==> config.mk <==
export PLATFORM = sky130hd
export DESIGN_NAME = case_insensitive_pattern_matcher_flat
export DESIGN_NICKNAME = d
export VERILOG_FILES = /design/src/hdl/cipm_pkg.sv /design/src/hdl/cipm_req_if.sv /design/src/hdl/cipm_rsp_if.sv /design/src/hdl/cipm_csr_if.sv /design/src/hdl/case_insensitive_pattern_matcher.sv /design/src/flat_wrapper.sv
export SDC_FILE = /design/constraint.sdc
export NUM_CORES = 2
export LEC_CHECK = 0
export BUFFER_PORTS_ARGS = -buffer_cell sky130_fd_sc_hd__buf_4
export CAP_MARGIN = 10
export CORE_AREA = 2 2 315 317
export CTS_CLUSTER_SIZE = 14
export DETAILED_ROUTE_END_ITERATION = 7
export DIE_AREA = 0 0 317 319
export PLACE_DENSITY = 0.81
export SETUP_SLACK_MARGIN = 0.5
export SLEW_MARGIN = 20
export SYNTH_ARGS = -nofsm -noshare
export SYNTH_HDL_FRONTEND = slang
export SYNTH_SLANG_ARGS = --single-unit
export TNS_END_PERCENT = 50
==> constraint.sdc <==
create_clock -name clock -period 13.95 [get_ports clock]
set_input_delay 0.6975 -clock clock [delete_from_list [all_inputs] [get_ports clock]]
set_output_delay 0.6975 -clock clock [all_outputs]
set_load 0.02 [all_outputs]
==> src/hdl/cipm_pkg.sv <==
// Package for the case-insensitive pattern matcher: sizes, register indexes
// and the letter folding function. Depends on nothing.
`default_nettype none

package cipm_pkg;

   localparam int PATTERN_MAX       = 32;
   localparam int OFFSET_BITS       = 32;

   localparam int PATTERN_WORDS     = 4;
   localparam int WORD_BITS         = 64;
   localparam int STORED_BYTES      = PATTERN_WORDS * WORD_BITS / 8;
   localparam int STORED_IDX_BITS   = $clog2(STORED_BYTES);
   localparam int CFG_LEN_BITS      = 6;
   localparam int LEN_BITS          = $clog2(PATTERN_MAX + 1);
   localparam int SEL_BITS          = (LEN_BITS > STORED_IDX_BITS + 1) ?
                                      LEN_BITS : STORED_IDX_BITS + 1;
   localparam int MATCH_OFFSET_BITS = 32;
   localparam int SCORE_BITS        = 6;
   localparam int WIDE_BITS         = OFFSET_BITS + MATCH_OFFSET_BITS;
   localparam int CSR_INDEX_BITS    = 3;

   localparam logic [CSR_INDEX_BITS-1:0] REG_PATTERN_WORD_0 = 3'd0;
   localparam logic [CSR_INDEX_BITS-1:0] REG_PATTERN_WORD_1 = 3'd1;
   localparam logic [CSR_INDEX_BITS-1:0] REG_PATTERN_WORD_2 = 3'd2;
   localparam logic [CSR_INDEX_BITS-1:0] REG_PATTERN_WORD_3 = 3'd3;
   localparam logic [CSR_INDEX_BITS-1:0] REG_PATTERN_LENGTH = 3'd4;

   typedef logic [7:0] byte_type;

   function automatic byte_type fold_case(input byte_type c);
      byte_type r;
      r = c;
      if (c >= 8'h41 && c <= 8'h5A) begin
         r = c + 8'h20;
      end
      return r;
   endfunction

endpackage

`default_nettype wire

==> src/hdl/cipm_req_if.sv <==
// Input byte channel of the pattern matcher.
// Depends on cipm_pkg for the byte type.
`default_nettype none

interface cipm_req_if;
   logic                valid;
   logic                ready;
   cipm_pkg::byte_type  data_byte;
   logic                chunk_start;

   modport source (output valid, output data_byte, output chunk_start, input ready);
   modport sink   (input valid, input data_byte, input chunk_start, output ready);
endinterface

`default_nettype wire

==> src/hdl/cipm_rsp_if.sv <==
// Match result channel of the pattern matcher.
// Depends on cipm_pkg for the field widths.
`default_nettype none

interface cipm_rsp_if;
   logic                                    valid;
   logic                                    ready;
   logic [cipm_pkg::MATCH_OFFSET_BITS-1:0]  match_offset;
   logic [cipm_pkg::SCORE_BITS-1:0]         match_score;

   modport source (output valid, output match_offset, output match_score, input ready);
   modport sink   (input valid, input match_offset, input match_score, output ready);
endinterface

`default_nettype wire

==> src/hdl/cipm_csr_if.sv <==
// Register write channel of the pattern matcher.
// Depends on cipm_pkg for the index and data widths.
`default_nettype none

interface cipm_csr_if;
   logic                                  valid;
   logic                                  ready;
   logic [cipm_pkg::CSR_INDEX_BITS-1:0]   reg_index;
   logic [cipm_pkg::WORD_BITS-1:0]        write_data;

   modport source (output valid, output reg_index, output write_data, input ready);
   modport sink   (input valid, input reg_index, input write_data, output ready);
endinterface

`default_nettype wire

==> src/hdl/case_insensitive_pattern_matcher.sv <==
// Top level of the case-insensitive pattern matcher.
// Depends on cipm_pkg and the interfaces cipm_req_if, cipm_rsp_if, cipm_csr_if.
//
//   Channel    Direction  Carries
//   req_chan   in         data_byte, chunk_start
//   rsp_chan   out        match_offset, match_score (zero or one per byte)
//   csr_chan   in         reg_index, write_data
//
// One byte is accepted every cycle while the result channel does not stall; a
// byte's result is registered in the result register behind the window compare,
// which loads from the input register.
// Reset is synchronous and clears the pattern registers, counters and valid flags.
// A stalled result holds in the result register; the input register still
// takes a byte, and further bytes wait until the result is taken.
`default_nettype none

module case_insensitive_pattern_matcher (
   input  wire logic    clock,
   input  wire logic    reset,
   cipm_req_if.sink     req_chan,
   cipm_rsp_if.source   rsp_chan,
   cipm_csr_if.sink     csr_chan
);

   localparam int PM = cipm_pkg::PATTERN_MAX;

   logic [cipm_pkg::WORD_BITS-1:0]    pattern_word_ff [cipm_pkg::PATTERN_WORDS];
   logic [cipm_pkg::CFG_LEN_BITS-1:0] pattern_length_ff;
   cipm_pkg::byte_type                pattern_bytes [cipm_pkg::STORED_BYTES];

   cipm_pkg::byte_type                aligned_ff [PM];
   cipm_pkg::byte_type                aligned_in [PM];
   logic [PM-1:0]                     mask_ff, mask_in;
   logic [cipm_pkg::LEN_BITS-1:0]     len_eff_ff, len_eff_in;

   logic                              s1_valid_ff;
   cipm_pkg::byte_type                s1_byte_ff;
   logic                              s1_start_ff;

   cipm_pkg::byte_type                window_ff [PM];
   cipm_pkg::byte_type                window_in [PM];
   logic [cipm_pkg::LEN_BITS-1:0]     count_ff, count_in, count_base;
   logic [cipm_pkg::OFFSET_BITS-1:0]  position_ff, position_in, position_base;

   logic                                    rsp_valid_ff;
   logic [cipm_pkg::MATCH_OFFSET_BITS-1:0]  rsp_offset_ff, rsp_offset_in;
   logic [cipm_pkg::SCORE_BITS-1:0]         rsp_score_ff;

   logic                              out_free, process, hit;
   logic [PM-1:0]                     lane_ok;
   logic [cipm_pkg::OFFSET_BITS-1:0]  start_offset;
   logic [cipm_pkg::WIDE_BITS-1:0]    wide_offset;

   // Register writes.
   assign csr_chan.ready = 1'b1;

   always_ff @(posedge clock) begin
      if (reset) begin
         for (int w = 0; w < cipm_pkg::PATTERN_WORDS; w++) begin
            pattern_word_ff[w] <= '0;
         end
         pattern_length_ff <= '0;
      end else if (csr_chan.valid) begin
         case (csr_chan.reg_index)
            cipm_pkg::REG_PATTERN_WORD_0: pattern_word_ff[0] <= csr_chan.write_data;
            cipm_pkg::REG_PATTERN_WORD_1: pattern_word_ff[1] <= csr_chan.write_data;
            cipm_pkg::REG_PATTERN_WORD_2: pattern_word_ff[2] <= csr_chan.write_data;
            cipm_pkg::REG_PATTERN_WORD_3: pattern_word_ff[3] <= csr_chan.write_data;
            cipm_pkg::REG_PATTERN_LENGTH:
               pattern_length_ff <= csr_chan.write_data[cipm_pkg::CFG_LEN_BITS-1:0];
            default: ;
         endcase
      end
   end

   // The pattern is reversed and aligned to the window in a register, so that
   // the per-byte compare is lane against lane.
   always_comb begin
      logic [cipm_pkg::SEL_BITS-1:0] sel;
      for (int b = 0; b < cipm_pkg::STORED_BYTES; b++) begin
         pattern_bytes[b] = pattern_word_ff[b / 8][(b % 8) * 8 +: 8];
      end
      if (int'(pattern_length_ff) > PM) begin
         len_eff_in = cipm_pkg::LEN_BITS'(PM);
      end else begin
         len_eff_in = cipm_pkg::LEN_BITS'(pattern_length_ff);
      end
      for (int k = 0; k < PM; k++) begin
         sel = cipm_pkg::SEL_BITS'(len_eff_in) - cipm_pkg::SEL_BITS'(k + 1);
         mask_in[k] = (int'(len_eff_in) > k);
         if (mask_in[k] && sel < cipm_pkg::SEL_BITS'(cipm_pkg::STORED_BYTES)) begin
            aligned_in[k] = cipm_pkg::fold_case(
                               pattern_bytes[sel[cipm_pkg::STORED_IDX_BITS-1:0]]);
         end else begin
            aligned_in[k] = '0;
         end
      end
   end

   always_ff @(posedge clock) begin
      if (reset) begin
         len_eff_ff <= '0;
         mask_ff    <= '0;
      end else begin
         len_eff_ff <= len_eff_in;
         mask_ff    <= mask_in;
      end
      aligned_ff <= aligned_in;
   end

   // Handshake.
   assign out_free       = !rsp_valid_ff || rsp_chan.ready;
   assign process        = s1_valid_ff && out_free;
   assign req_chan.ready = !s1_valid_ff || out_free;

   always_ff @(posedge clock) begin
      if (reset) begin
         s1_valid_ff <= 1'b0;
      end else if (req_chan.ready) begin
         s1_valid_ff <= req_chan.valid;
      end
      if (req_chan.valid && req_chan.ready) begin
         s1_byte_ff  <= req_chan.data_byte;
         s1_start_ff <= req_chan.chunk_start;
      end
   end

   // Window compare.
   always_comb begin
      window_in[0] = cipm_pkg::fold_case(s1_byte_ff);
      for (int k = 1; k < PM; k++) begin
         window_in[k] = window_ff[k - 1];
      end
      for (int k = 0; k < PM; k++) begin
         lane_ok[k] = !mask_ff[k] || (window_in[k] == aligned_ff[k]);
      end

      count_base    = s1_start_ff ? '0 : count_ff;
      position_base = s1_start_ff ? '0 : position_ff;
      count_in      = (int'(count_base) < PM) ? count_base + 1'b1 : count_base;
      position_in   = (position_base != '1) ? position_base + 1'b1 : position_base;

      hit = (len_eff_ff != '0) && (count_in >= len_eff_ff) && (&lane_ok);

      start_offset = position_base - cipm_pkg::OFFSET_BITS'(len_eff_ff)
                     + cipm_pkg::OFFSET_BITS'(1);
      wide_offset  = cipm_pkg::WIDE_BITS'(start_offset);
      if (wide_offset > cipm_pkg::WIDE_BITS'({cipm_pkg::MATCH_OFFSET_BITS{1'b1}})) begin
         rsp_offset_in = '1;
      end else begin
         rsp_offset_in = wide_offset[cipm_pkg::MATCH_OFFSET_BITS-1:0];
      end
   end

   always_ff @(posedge clock) begin
      if (reset) begin
         count_ff     <= '0;
         position_ff  <= '0;
         rsp_valid_ff <= 1'b0;
      end else if (process) begin
         count_ff     <= count_in;
         position_ff  <= position_in;
         rsp_valid_ff <= hit;
      end else if (rsp_chan.ready) begin
         rsp_valid_ff <= 1'b0;
      end
      if (process) begin
         window_ff <= window_in;
      end
      if (process && hit) begin
         rsp_offset_ff <= rsp_offset_in;
         rsp_score_ff  <= cipm_pkg::SCORE_BITS'(len_eff_ff);
      end
   end

   assign rsp_chan.valid        = rsp_valid_ff;
   assign rsp_chan.match_offset = rsp_offset_ff;
   assign rsp_chan.match_score  = rsp_score_ff;

`ifndef SYNTHESIS
   a_hit_reaches_output: assert property (@(posedge clock) disable iff (reset)
      process && hit |=> rsp_valid_ff)
      else $error("Match was not presented on the result channel.");

   a_score_nonzero: assert property (@(posedge clock) disable iff (reset)
      rsp_valid_ff |-> rsp_score_ff != '0)
      else $error("Result carries a zero score.");

   a_count_bounded: assert property (@(posedge clock) disable iff (reset)
      int'(count_ff) <= PM)
      else $error("Byte count exceeded the pattern capacity.");

   a_held_input_byte: assert property (@(posedge clock) disable iff (reset)
      s1_valid_ff && !out_free |=> s1_valid_ff && $stable(s1_byte_ff))
      else $error("Waiting input byte was lost or overwritten.");
`endif

endmodule

`default_nettype wire

==> src/flat_wrapper.sv <==
// flat-port wrapper written by rule: the top's interface ports become plain ports
module case_insensitive_pattern_matcher_flat 
  (clock, reset, req_chan_valid, req_chan_data_byte, req_chan_chunk_start, req_chan_ready, rsp_chan_valid, rsp_chan_match_offset, rsp_chan_match_score, rsp_chan_ready, csr_chan_valid, csr_chan_reg_index, csr_chan_write_data, csr_chan_ready);
  cipm_req_if req_chan_i ();
  cipm_rsp_if rsp_chan_i ();
  cipm_csr_if csr_chan_i ();
  input  wire logic clock;
  input  wire logic reset;
  input wire logic [$bits(req_chan_i.valid)-1:0] req_chan_valid;
  input wire logic [$bits(req_chan_i.data_byte)-1:0] req_chan_data_byte;
  input wire logic [$bits(req_chan_i.chunk_start)-1:0] req_chan_chunk_start;
  output wire logic [$bits(req_chan_i.ready)-1:0] req_chan_ready;
  output wire logic [$bits(rsp_chan_i.valid)-1:0] rsp_chan_valid;
  output wire logic [$bits(rsp_chan_i.match_offset)-1:0] rsp_chan_match_offset;
  output wire logic [$bits(rsp_chan_i.match_score)-1:0] rsp_chan_match_score;
  input wire logic [$bits(rsp_chan_i.ready)-1:0] rsp_chan_ready;
  input wire logic [$bits(csr_chan_i.valid)-1:0] csr_chan_valid;
  input wire logic [$bits(csr_chan_i.reg_index)-1:0] csr_chan_reg_index;
  input wire logic [$bits(csr_chan_i.write_data)-1:0] csr_chan_write_data;
  output wire logic [$bits(csr_chan_i.ready)-1:0] csr_chan_ready;
  assign req_chan_i.valid = req_chan_valid;
  assign req_chan_i.data_byte = req_chan_data_byte;
  assign req_chan_i.chunk_start = req_chan_chunk_start;
  assign req_chan_ready = req_chan_i.ready;
  assign rsp_chan_valid = rsp_chan_i.valid;
  assign rsp_chan_match_offset = rsp_chan_i.match_offset;
  assign rsp_chan_match_score = rsp_chan_i.match_score;
  assign rsp_chan_i.ready = rsp_chan_ready;
  assign csr_chan_i.valid = csr_chan_valid;
  assign csr_chan_i.reg_index = csr_chan_reg_index;
  assign csr_chan_i.write_data = csr_chan_write_data;
  assign csr_chan_ready = csr_chan_i.ready;
  case_insensitive_pattern_matcher u_core (.clock(clock), .reset(reset), .req_chan(req_chan_i), .rsp_chan(rsp_chan_i), .csr_chan(csr_chan_i));
endmodule
; Word-level counts from Yosys, hierarchy flattened
; Memories as Yosys holds them, arrays and structs flattened.
; Cells that the tools add are included.
[op_classes]
n_bitwise = 36
n_eq_ne = 37
reduce_logical = 143
n_shift = 0
muxes = 158
div = 0
order_cmp = 165
n_mul = 0
n_addsub = 69
[op_table]
columns = operator, count
row1 = binary-select mux 8 bit (select 5 bit), 32
row2 = two-way mux 8 bit, 97
row3 = adder 8 x 6 -> 8 bit (second input constant), 33
row4 = greater-or-equal comparator 8 x 7 -> 1 bit (second input constant), 33
row5 = less-or-equal comparator 8 x 7 -> 1 bit (second input constant), 33
row6 = == test 8 bit, 32
row7 = two-way mux 64 bit, 4
row8 = less-than comparator 6 bit (second input constant), 33
row9 = greater-or-equal comparator 6 bit (second input constant), 32
row10 = inverter 5 -> 6 bit, 32
row11 = > comparator 6 x 5 -> 1 bit (second input constant), 16
row12 = subtractor 6 x 5 -> 6 bit (second input constant), 16
row13 = logical AND 1 bit, 70
row14 = adder 32 x 1 -> 32 bit (second input constant), 2
row15 = two-way mux 32 bit, 2
row16 = > comparator 6 x 4 -> 1 bit (second input constant), 8
row17 = subtractor 6 x 4 -> 6 bit (second input constant), 8
row18 = logical NOT 1 bit, 34
row19 = logical OR 1 bit, 34
row20 = != test 32 bit (second input constant), 1
row21 = AND reduction 32 bit, 1
row22 = subtractor 32 x 6 -> 32 bit, 1
row23 = > comparator 6 x 3 -> 1 bit (second input constant), 4
row24 = subtractor 6 x 3 -> 6 bit (second input constant), 4
row25 = other kinds (18), 46
[totals]
inputBits = 81
latch_bits = 0
romBits = 0
register_bits = 635
memories = 1
out_inout_bits = 41
elab_cells = 683
ram_bits = 256
[mem_list]
columns = memory, words, word_bits, rd, rd_ports_with_merged_regs, wr, line_no
row1 = u_core.pattern_word_ff, 4, 64, 4, 0, 4, case_insensitive_pattern_matcher.sv:27  ; logic [cipm_pkg::WORD_BITS-1:0] pattern_word_ff [cipm_pkg::PATTERN_WORDS];

; Depth between registers and ports, before layout
[logic_depth]
word_depth = 10
mapped_depth = 21
mapped_depth_nobuf = 16

; Worst setup path after synthesis
; Ideal clock, no wire load.
[synth_timing]
path_type = in2reg
startpoint = in rsp_chan_ready
endpoint = reg u_core.position_ff[0] in the netlist's numbering
setup_time_ps = 128
t_arrival_ps = 9492
n_path_buf = 3
t_required_ps = 13822
stages = 10
setup_slack_ps = 4330
path_cell_list = nor2b_1 > nand2b_1 > clkbuf_1 > inv_1 > clkbuf_1 > nand2_1 > clkbuf_1 > nand2_1 > xor2_1 > nor2_1
[synth_via]
elab_chain_cells = 2
[synth_rtl]
columns = item, line_no
row1 = start: declaration, flat_wrapper.sv:16  ; input wire logic [$bits(rsp_chan_i.ready)-1:0] rsp_chan_ready;
row2 = logical OR 1 bit, case_insensitive_pattern_matcher.sv:112  ; assign out_free = !rsp_valid_ff || rsp_chan.ready;
row3 = logical AND 1 bit, case_insensitive_pattern_matcher.sv:113  ; assign process = s1_valid_ff && out_free;
row4 = via u_core.process, case_insensitive_pattern_matcher.sv:49  ; logic out_free, process, hit;
row5 = end signal: assignment, case_insensitive_pattern_matcher.sv:162  ; position_ff <= position_in;
row6 = end: declaration, case_insensitive_pattern_matcher.sv:43  ; logic [cipm_pkg::OFFSET_BITS-1:0] position_ff, position_in, position_base;
; The timed path passes the listed nets, and every way through them passes these cells.
; A chain may end at the register's enable or synchronous reset.

; Worst setup path in the final report
[layout_timing]
startpoint = reg u_core.pattern_length_ff[5] in the netlist's numbering
endpoint = reg u_core.aligned_ff[150] in the netlist's numbering
[layout_via]
elab_chain_cells = 10
elab_cells_between_ends = 15
classes_between = add/sub (2) / order compare (5) / mux (5) / bitwise (1) / reduce/logical (2)
[layout_rtl]
columns = item, line_no
row1 = start: declaration, case_insensitive_pattern_matcher.sv:28  ; logic [cipm_pkg::CFG_LEN_BITS-1:0] pattern_length_ff;
row2 = start signal: assignment, case_insensitive_pattern_matcher.sv:70  ; pattern_length_ff <= csr_chan.write_data[cipm_pkg::CFG_LEN_BITS-1:0];
row3 = > comparator 6 bit, case_insensitive_pattern_matcher.sv:83  ; if (int'(pattern_length_ff) > PM) begin
row4 = two-way mux 6 bit (*), case_insensitive_pattern_matcher.sv:83
row5 = subtractor 6 x 4 -> 6 bit, case_insensitive_pattern_matcher.sv:89  ; sel = cipm_pkg::SEL_BITS'(len_eff_in) - cipm_pkg::SEL_BITS'(k + 1);
row6 = inverter 5 -> 6 bit (implied by the code), case_insensitive_pattern_matcher.sv:93  ; pattern_bytes[sel[cipm_pkg::STORED_IDX_BITS-1:0]]);
row7 = binary-select mux 8 bit (select 5 bit), case_insensitive_pattern_matcher.sv:93
row8 = two-way mux 8 bit (implied by the code) (2 in a row), case_insensitive_pattern_matcher.sv:93
row9 = greater-or-equal comparator 8 x 7 -> 1 bit or less-or-equal comparator 8 x 7 -> 1 bit (tied branches), cipm_pkg.sv:34  ; if (c >= 8'h41 && c <= 8'h5A) begin
row10 = logical AND 1 bit, cipm_pkg.sv:34
row11 = two-way mux 8 bit, cipm_pkg.sv:34
row12 = end signal: assignment, case_insensitive_pattern_matcher.sv:108  ; aligned_ff <= aligned_in;
row13 = end: declaration, case_insensitive_pattern_matcher.sv:31  ; cipm_pkg::byte_type aligned_ff [PM];
; Every way passes the cells marked *; elsewhere a longest branch is shown, timed or not. The select of a mux whose other input is x is not followed.

==> impl.org <==
** Placement
- Setup slack after placement :: around 7.5 ns
- In this run the cell area measured after placement is 55300 µm².
- Port Buffers :: 120
- After legalization and detailed placement, the total HPWL measured 158000 µm.
- At the end of routability-driven placement, the weighted congestion stood at 1.16.

** Detailed routing
- Vias :: 41775
- Mean routed wirelength per cell :: 34.5 µm
- Vias per Instance :: 7.00
- DRC violations left :: 0
- First-pass iteration count of the detailed router :: 8
- Post-Route WL :: 206000 µm
- Remaining antenna violation count :: 0
- The first routing iteration left 7514 violations.

** Critical path
- The cell family contributing the most delay on the critical path is buffers and inverters.
- Traced cell by cell, the critical path runs through buf_4 -> buf_4 -> nand2b_4 -> inv_2 -> ha_1 -> xnor2_4 -> buf_4 -> mux2i_1 -> mux2i_1 -> mux2i_1 -> a31oi_1 -> nand2_1 -> o2111a_1.
- Required time at the worst-slack endpoint :: 14.54 ns
- Critical register-to-register path startpoint :: u_core.pattern_length_ff[5]
- The worst setup path is launched from a flop.
- Number of buffers and inverters on the critical path :: 4
- Arrival time of data at the critical path endpoint :: roughly 7.6 ns
- The critical path is of the reg -> reg type.
- Following the worst setup path forward leads to its endpoint at u_core.aligned_ff[150].
- Setup slack on the worst reg-to-reg path comes out at 6.90 ns.
- Of all nets on the critical path, the largest fanout is 52.
- Counting buffers and inverters, the worst setup path is 13 cells deep.
- Crit. End Element :: flop
- For the worst flop-to-flop path, the logic depth is 13.
- Launch point of the critical path :: u_core.pattern_length_ff[5]
- Reg2Reg Capture Point :: u_core.aligned_ff[150]
- Maximum cell stage delay along the critical path :: 0.90 ns
- Worst-path cell with the longest stage delay :: mux2i_1

** STA
- For the pin with the worst max-slew slack, the measured transition is 1.23 ns.
- The clock arrives with 0.0813 ns of skew.
- Headroom to the max-slew limit came out at between 10% and 20%.
- Setup Total Neg Slack :: 0 ns
- Of the available clock period, the critical path in the final layout requires 50.5%.
- RSZ-0062 raised after global routing :: no
- The hold violation total from the final report was 0.
- Final count of negative-setup-slack endpoints :: 0
- Timing would allow up to 142 MHz.
- The max-slew violation total from the final report was 0.
- Worst Slack Setup Final :: approximately 6.9 ns
- Min Clock Period, post-route :: between 7 and 8 ns

** Layout
- Share of cells above drive strength 1 :: 17.4%
- Post-route core utilization :: roughly 60%
- After routing the design area is roughly 59000 µm².
- Final net count :: 4792
- The library cell used most frequently in the layout, excluding fill and tap cells, is edfxtp_1.
- Layout overhead on the synthesized area :: 9.79%
- Leaving out fill and tap cells, the most frequent cells in the layout are 551 x edfxtp_1, 397 x mux2i_1, 339 x dfxtp_1.

** Floorplanning
- Std-Cell Core Area :: 97700 µm²
- Boundary Pins :: 122
- Width of the chip :: approximately 320 µm
- Initial Util :: between 50% and 60%
- After floorplanning, the core was divided into between 100 and 150 placement rows.
- Vert. Die Dim :: 319 µm
- The die covers ~100000 µm².

** CTS
- Number of levels the H-tree was split into :: 3
- Num Clock Sinks :: 891
- Hold-fix buffer count after cts :: 0
- Clock slew at reported path FFs :: 0.06 ns
- The tree is rooted in a clkbuf_16.
- Post-cts repair resize count :: 0
- Total CTS buffers :: 92
- The clock reaches the later pin of the worst-skew pair after 0.74 ns.
- CTS max path bufs :: 3
- Post-CTS timing repair inserted 0 buffers for setup.
- Clock tree from TritonCTS :: done

** Pwr
- Sum of internal, switching and leakage power :: 0.00683 W
- Relative contribution of sequential cells to total power :: 44.2%
- Share of power burned in the clock network :: 38.1%
- In this run the power density over the cells is 117 nW/µm².
- Switching power total :: 0.00203 W
- IR Drop Worst-Case VDD :: approximately 0.11 mV
- Pleak :: around 22 nW
- Cell-internal power :: 0.00479 W
- Combinational logic is responsible for 17.7% of the overall power.
- Net switching share of the total power :: 29.8%

** Run status
- Outcome :: finished clean

** Synthesis
- Post-synth top area share :: 31.0%
- By area the synthesized netlist is led by edfxtp_1 31%, mux4_2 13%, dfxtp_1 13%.
- FF+latch count, synth :: 891
- Seq/Total Area, Yosys :: 43.8%
- Mapped Cells :: 4580
- Synthesized area divided by synthesized cell count :: 11.6 µm²
- When the netlist entered floorplanning its net count stood at around 4800.
- Synth async-reset ratio :: 0%
- For this run, the leading register cell type out of synthesis is edfxtp_1.
- The biggest area contributor in the post-synthesis netlist is edfxtp_1.
- Summing every instance area after synthesis gives 53300 µm².
- The synthesized netlist contains 88 unique library cells.
- Syn. warnings :: 0
- Count of flip-flops with a built-in enable after synthesis :: 551

** GRT
- Overall global routing resource usage :: 40.5%
- Number of antenna violations at the first check in global routing :: 16
- The first global-routing pass estimated 289000 µm of wire.
- Vias in the first global route :: a little under 40000
- For this run the aggregate overflow at the end of global routing stands at 0.
- Pin count of the biggest net entering global routing :: between 150 and 200

** Worst hold path
- The worst hold path belongs to the class in -> reg.
- Cell count of the worst hold path :: 1

** Flow run
- Number of maximum-capacitance violations :: 0
-- cell usage after synthesis (54+ instances only) --
cell / instances
a21oi_1: 115
o21ai_0: 127
mux2i_1: 399
nand3_1: 156
ha_1: 116
nor2_1: 310
mux4_2: 314
clkbuf_1: 145
and2_1: 286
nand2_1: 234
edfxtp_1: 551
a211oi_1: 74
mux2_2: 55
inv_1: 155
nand4_1: 96
xnor2_1: 318
buf_2: 54
nor2b_1: 78
dfxtp_1: 340
-- layout make-up --
type                    instances  area (µm²)
fillers                      7640       39200
multi-input cells            3258       28300
flip-flops and latches        891       23400
clock buffers                 125        2620
well taps                    1287        1610
repair buffers                189        1450
inverters                     162         621
clock inverters                49         586
diodes                          5        12.5
-- per-stage QoR --
stage	hold slack, ns	std cells
floorplan	0.408	4580
global placement	0.452	5786
detailed placement	0.459	5787
CTS	0.126	5961
global route	0.146	5961
finish	0.152	5966
-- per-layer routing --
| layer | up-vias | track usage, % | share of wire [%] |
|---|---|---|---|
| met5 | - | 0 | 0.071 |
| met4 | 16 | 24.4 | 7.4 |
| met3 | 615 | 12.8 | 14 |
| met2 | 3212 | 57.7 | 42 |
| met1 | 20633 | 53.9 | 37 |
| li1 | 17299 | - | - |
-- sequential cells by signal, summed over array words and instances, names as in the netlist, 6 cells and up --
register	cells
u_core.pattern_word_ff	256
u_core.count_ff	6
u_core.s1_byte_ff	8
u_core.len_eff_ff	6
u_core.mask_ff	32
u_core.aligned_ff	256
u_core.pattern_length_ff	6
u_core.rsp_chan.match_score	6
u_core.rsp_chan.match_offset	32
u_core.position_ff	32
u_core.window_ff	248
-- how the worst min path moves through the flow --
stage                          start                              to
3_3_place_gp   u_core.window_ff[233]           u_core.window_ff[225]
5_1_grt        req_chan_data_byte[4]            u_core.s1_byte_ff[4]
2_1_floorplan   u_core.len_eff_ff[5]  u_core.rsp_chan.match_score[5]
3_5_place_dp    u_core.window_ff[75]            u_core.window_ff[67]
4_1_cts        req_chan_data_byte[4]            u_core.s1_byte_ff[4]
6_report        req_chan_chunk_start              u_core.s1_start_ff
-- power by group through the flow --
stage          clock, W  sequential [W]  combinational (W)
2_1_floorplan         0         0.00302           0.000707
3_3_place_gp          0         0.00306            0.00113
3_5_place_dp          0         0.00306            0.00114
4_1_cts         0.00261         0.00301            0.00115
5_1_grt         0.00271         0.00302            0.00123
6_report        0.00260         0.00302            0.00121
-- logic make-up (layout without fill, tap and decap cells) --
logic type | after synthesis | after routing | synth area share (%)
AND/OR/NAND/NOR | 1324 | 1324 | 12.7
XOR/XNOR | 344 | 344 | 5.74
adder cells (fa/ha/maj) | 117 | 117 | 2.76
buffers and inverters | 431 | 525 | 3.71
AO/OA/AOI/OAI | 698 | 698 | 9.06
other | 1 | 6 | 0.00704
flip-flops | 891 | 891 | 43.8
multiplexers | 774 | 774 | 22.2
Note: power is estimated with default switching activity, not from simulation.
